==> config.mk <==
export PLATFORM = sky130hd
export DESIGN_NAME = tdp_controller
export DESIGN_NICKNAME = d
export VERILOG_FILES = /design/src/design/tdp_pkg.sv /design/src/design/tdp_controller.sv
export SDC_FILE = /design/constraint.sdc
export NUM_CORES = 1
export LEC_CHECK = 0
export BUFFER_PORTS_ARGS = -buffer_cell sky130_fd_sc_hd__buf_2
export CORE_AREA = 2 2 39 41
export DETAILED_ROUTE_END_ITERATION = 16
export DIE_AREA = 0 0 41 43
export GPL_ROUTABILITY_DRIVEN = 0
export HOLD_SLACK_MARGIN = 0.05
export SLEW_MARGIN = 20
export SYNTH_ARGS = -nofsm -noshare
export SYNTH_HDL_FRONTEND = slang
export SYNTH_SLANG_ARGS = --single-unit
export TNS_END_PERCENT = 10
==> constraint.sdc <==
create_clock -name clock -period 1.35 [get_ports clock]
set_clock_uncertainty 0.1 [all_clocks]
set_input_delay 0.135 -clock clock [delete_from_list [all_inputs] [get_ports clock]]
set_output_delay 0.135 -clock clock [all_outputs]
set_load 0.005 [all_outputs]
==> src/design/tdp_pkg.sv <==
// ----------------------------------------------------------------------------
// tdp_pkg
// Shared types and codes for the trial division prime test: verdict codes
// and the command and status bundles between controller and datapath.
// ----------------------------------------------------------------------------
package tdp_pkg;

   localparam logic [1:0] VERDICT_NEITHER   = 2'd0;
   localparam logic [1:0] VERDICT_PRIME     = 2'd1;
   localparam logic [1:0] VERDICT_COMPOSITE = 2'd2;

   typedef struct packed {
      logic load;
      logic start_div;
      logic div_step;
      logic next_div;
   } tdp_cmd_type;

   typedef struct packed {
      logic below_two;
      logic sq_over;
      logic div_last;
      logic rem_zero;
   } tdp_status_type;

endpackage

==> src/design/tdp_controller.sv <==
// ----------------------------------------------------------------------------
// tdp_controller
// Sequences the trials: bound check, bit-serial remainder, divisor advance,
// and holds the verdict until the result side takes it.
// ----------------------------------------------------------------------------
module tdp_controller
   import tdp_pkg::*;
(
   input  logic           clock,
   input  logic           reset,
   input  logic           req_valid,
   output logic           req_stall,
   output logic           rsp_valid,
   input  logic           rsp_stall,
   output logic [1:0]     rsp_verdict,
   output tdp_cmd_type    cmd,
   input  tdp_status_type status
);

   localparam logic [2:0] ST_IDLE  = 3'd0;
   localparam logic [2:0] ST_CHECK = 3'd1;
   localparam logic [2:0] ST_DIV   = 3'd2;
   localparam logic [2:0] ST_EVAL  = 3'd3;
   localparam logic [2:0] ST_OUT   = 3'd4;

   logic [2:0] state_ff, state_in;
   logic [1:0] verdict_ff, verdict_in;

   always_comb begin
      state_in   = state_ff;
      verdict_in = verdict_ff;
      cmd        = '0;
      case (state_ff)
         ST_IDLE: begin
            if (req_valid) begin
               cmd.load = 1'b1;
               state_in = ST_CHECK;
            end
         end
         ST_CHECK: begin
            if (status.below_two) begin
               verdict_in = VERDICT_NEITHER;
               state_in   = ST_OUT;
            end else if (status.sq_over) begin
               verdict_in = VERDICT_PRIME;
               state_in   = ST_OUT;
            end else begin
               cmd.start_div = 1'b1;
               state_in      = ST_DIV;
            end
         end
         ST_DIV: begin
            cmd.div_step = 1'b1;
            if (status.div_last) begin
               state_in = ST_EVAL;
            end
         end
         ST_EVAL: begin
            if (status.rem_zero) begin
               verdict_in = VERDICT_COMPOSITE;
               state_in   = ST_OUT;
            end else begin
               cmd.next_div = 1'b1;
               state_in     = ST_CHECK;
            end
         end
         ST_OUT: begin
            if (!rsp_stall) begin
               state_in = ST_IDLE;
            end
         end
         default: begin
            state_in = ST_IDLE;
         end
      endcase
   end

   always_ff @(posedge clock) begin
      if (reset) begin
         state_ff <= ST_IDLE;
      end else begin
         state_ff <= state_in;
      end
      verdict_ff <= verdict_in;
   end

   assign req_stall   = state_ff != ST_IDLE;
   assign rsp_valid   = state_ff == ST_OUT;
   assign rsp_verdict = verdict_ff;

   a_no_accept_while_result : assert property (@(posedge clock) disable iff (reset)
      rsp_valid |-> req_stall)
      else $error("request taken while result pending");

   a_verdict_legal : assert property (@(posedge clock) disable iff (reset)
      rsp_valid |-> verdict_ff == VERDICT_NEITHER || verdict_ff == VERDICT_PRIME ||
                    verdict_ff == VERDICT_COMPOSITE)
      else $error("illegal verdict code");

   a_composite_needs_zero_rem : assert property (@(posedge clock) disable iff (reset)
      state_ff == ST_EVAL && status.rem_zero |=> verdict_ff == VERDICT_COMPOSITE)
      else $error("zero remainder not reported composite");

endmodule

==> flow_summary.yaml <==
synthesis:
  synth.area.mux_share_pct: 3.00
  synthSimpleGateAreaFrac_pct: 39.0
  synth_cells: 35
  synth_top_family_by_area: "simple AND/OR/NAND/NOR gates"
  yosys_most_used_dff: "dfxtp_1"
  synthArstFlopShare_pct: 0
  synth_compound_area_share_pct: 15.4
  synth_cell_type_count: 21
  syn_area_um2: 334
  synth-seq-cells: 5
  synthesis.nets: 43
  synth.avg_cell_area_um2: 9.54
  synth-adder-area-share_pct: 0
  yosysWarnings: 0
  synth_edf_count: 2
  yosysSeqAreaShare_pct: 36.0
  synth_xor_area_share_pct: 0
detailed_routing:
  wl_um: 817
  wl_per_cell_um: 11.2
  routed-via-count: 333
  drc_errors: 0
  drtIter0Drc: 4
  drt.antenna.violating_nets: 0
  drt_pass1_iterations: 4
  via_per_inst: 4.56
sta:
  worstMarginPinSlew_ns: 0.286
  grt_setup_unrepaired: "yes"
  setup_viol: 4
  period_share_pct: 104
  fin_ws_ns: -0.0572
  layout_min_cycle_time_ns: 1.41
  fmax_mhz: 711
  maxSlewViolCount: 0
  finalHoldViolCount: 0
  timing.slew.headroom_pct: 80.8
worst_hold_path:
  min_from: "status[3]"
  hold_end: "rsp_verdict[0]$_SDFFCE_PN0P_"
  worstHoldPathCells: 2
  hold_path_class: "in -> reg"
floorplan:
  initial_core_util_pct: 24.1
  fp.coreArea_um2: 1380
  ios: 16
  dieWidth_um: 41
  die_area_um2: 1760
  die_h_um: 43
  core.rowCount: 14
grt:
  use_met2_pct: 18.1
  antenna_found_initial: 0
  grt_pass1_wl_um: 1280
  top_usage_layer: "met2"
  grt_max_degree: 8
  grtUsageMet1_pct: 11.9
  grtUsageTotal_pct: 11.4
  met3_usage_pct: 4.71
  grt_overflow: 0
  grt_pass1_vias: 301
cts:
  clk_latency_ns: 0.25
  cts_htree_levels: 1
  numCtsBuffers: 3
  clkTransAtPathRegs_ns: 0.05
  clockBufferDepth: 2
  cts-root-buf: "clkbuf_4"
  cts_tree: "built"
  clock-sinks: 5
critical_path:
  arrival_ns: 1.17
  cp.required_ns: 1.12
  crit_slowest_cell: "or3_4"
  rr_worst_depth: 3
  path_buf_inv: 1
  end_kind: "output pin"
  reg2reg_slack_ns: 0.10
  crit_path_start_kind: "register"
  reg2reg_from: "state_ff[2]$_SDFFE_PP0P_"
  path_class: "reg -> out"
  rr_endpoint: "rsp_verdict[1]$_SDFFCE_PN1P_"
  slowest_delay_ns: 0.38
  crit_fanout: 4
  cp_cell_sequence: "or3_4, nor2_1, buf_2"
  crit_family: "simple AND/OR/NAND/NOR gates"
job:
  max-cap-violations: 0
finish:
  final_cell_mix: "buf_2 (15), nor2_1 (5), inv_1 (3), clkbuf_4 (3), buf_4 (3)"
  diodes: 0
  syn2layout_area_growth_pct: 50.9
  drive_above_1_share_pct: 59.6
  final_util_pct: 36.4
  final_common_cell: "buf_2"
  layout.nets: 66
power:
  cellPowerDensity_nw_per_um2: 1260
  max-vdd-ir-drop_mv: 0.529
  total_power_mw: 0.636
  p_leak_nw: 0.252
place:
  portBuffers: 15
  dp_hpwl_um: 607
run_status:
  failed_checks: "setup timing"
  run_status: "finished, violations left"
## routing by layer
metal  up-vias  part of all wire [%]
met5         -                     0
met4         0                   1.7
met3         2                   5.9
met2        14                    51
met1       149                    41
li1        168                     -
## Yosys cell counts (2+ instances only)
master | n | area share, %
o21ai_0 | 2 | 3.0
dfxtp_1 | 3 | 18
and2_2 | 2 | 4.5
nor2b_2 | 2 | 5.2
nor2_1 | 6 | 6.7
nand2_1 | 2 | 2.2
inv_1 | 3 | 3.4
edfxtp_1 | 2 | 18
## worst max path at each step
stage	start	endpoint	slack (ns)	cells after the start
after detailed placement	state_ff[1]$_SDFFE_PP0P_	state_ff[0]$_SDFFE_PP0P_	0.02	4
after floorplan	state_ff[1]$_SDFFE_PP0P_	rsp_verdict[0]$_SDFFCE_PN0P_	0.16	3
after global routing	state_ff[2]$_SDFFE_PP0P_	cmd[3]	-0.11	3
after CTS	state_ff[2]$_SDFFE_PP0P_	cmd[3]	-0.06	3
after global placement	state_ff[1]$_SDFFE_PP0P_	state_ff[0]$_SDFFE_PP0P_	0.05	4
final	state_ff[2]$_SDFFE_PP0P_	cmd[3]	-0.06	3
## sequential cells by signal (all words and copies together), names as in the netlist
register	flops
rsp_verdict	2
state_ff	3
## stage by stage
stage / hold WS (ns) / std cells / setup TNS [ns] / area (um2) / worst slack (ns)
after floorplan: 0.101 / 35 / 0 / 334 / 0.163
after global placement: 0.240 / 66 / 0 / 425 / 0.0470
after detailed placement: 0.248 / 66 / 0 / 425 / 0.0218
after CTS: 0.116 / 73 / -0.0939 / 493 / -0.0581
after global routing: 0.119 / 73 / -0.395 / 504 / -0.105
final: 0.120 / 73 / -0.117 / 504 / -0.0572
## kinds of logic after synthesis
kind of cell	count (synthesis)
buf+inv	4
flops	5
mux	1
simple gates	19
compound gates	6
## worst reg2reg max path, stage by stage, from the launching register on
cell and delay [ns]:
dfxtp_4 0.35, buf_4 0.14, nor2b_4 0.11, nor3b_4 0.24
## final cells by class
cell class                      count  area (um2)
Timing Repair Buffer               19         108
Tap cell                           16        20.0
Clock buffer                        4        26.3
Inverter                            3        11.3
Sequential cell                     5         129
Multi-Input combinational cell     26         210
Fill cell                         155         880
## where the power goes
group          internal, mW  leakage, nW  switching (mW)
logic                 0.131        0.191           0.106
clock network         0.112       0.0150          0.0680
registers             0.188       0.0453          0.0308
## timing repair
action | 4_1_cts | 5_1_grt
pin swaps | 1 | 0
endpoints found under the hold margin | 1 | 0
setup buffers | 2 | 0
hold buffers | 1 | 0
setup endpoints to repair | 7 | 9
gates resized for setup | 7 | 3
Note: power is estimated with default switching activity, not from simulation.
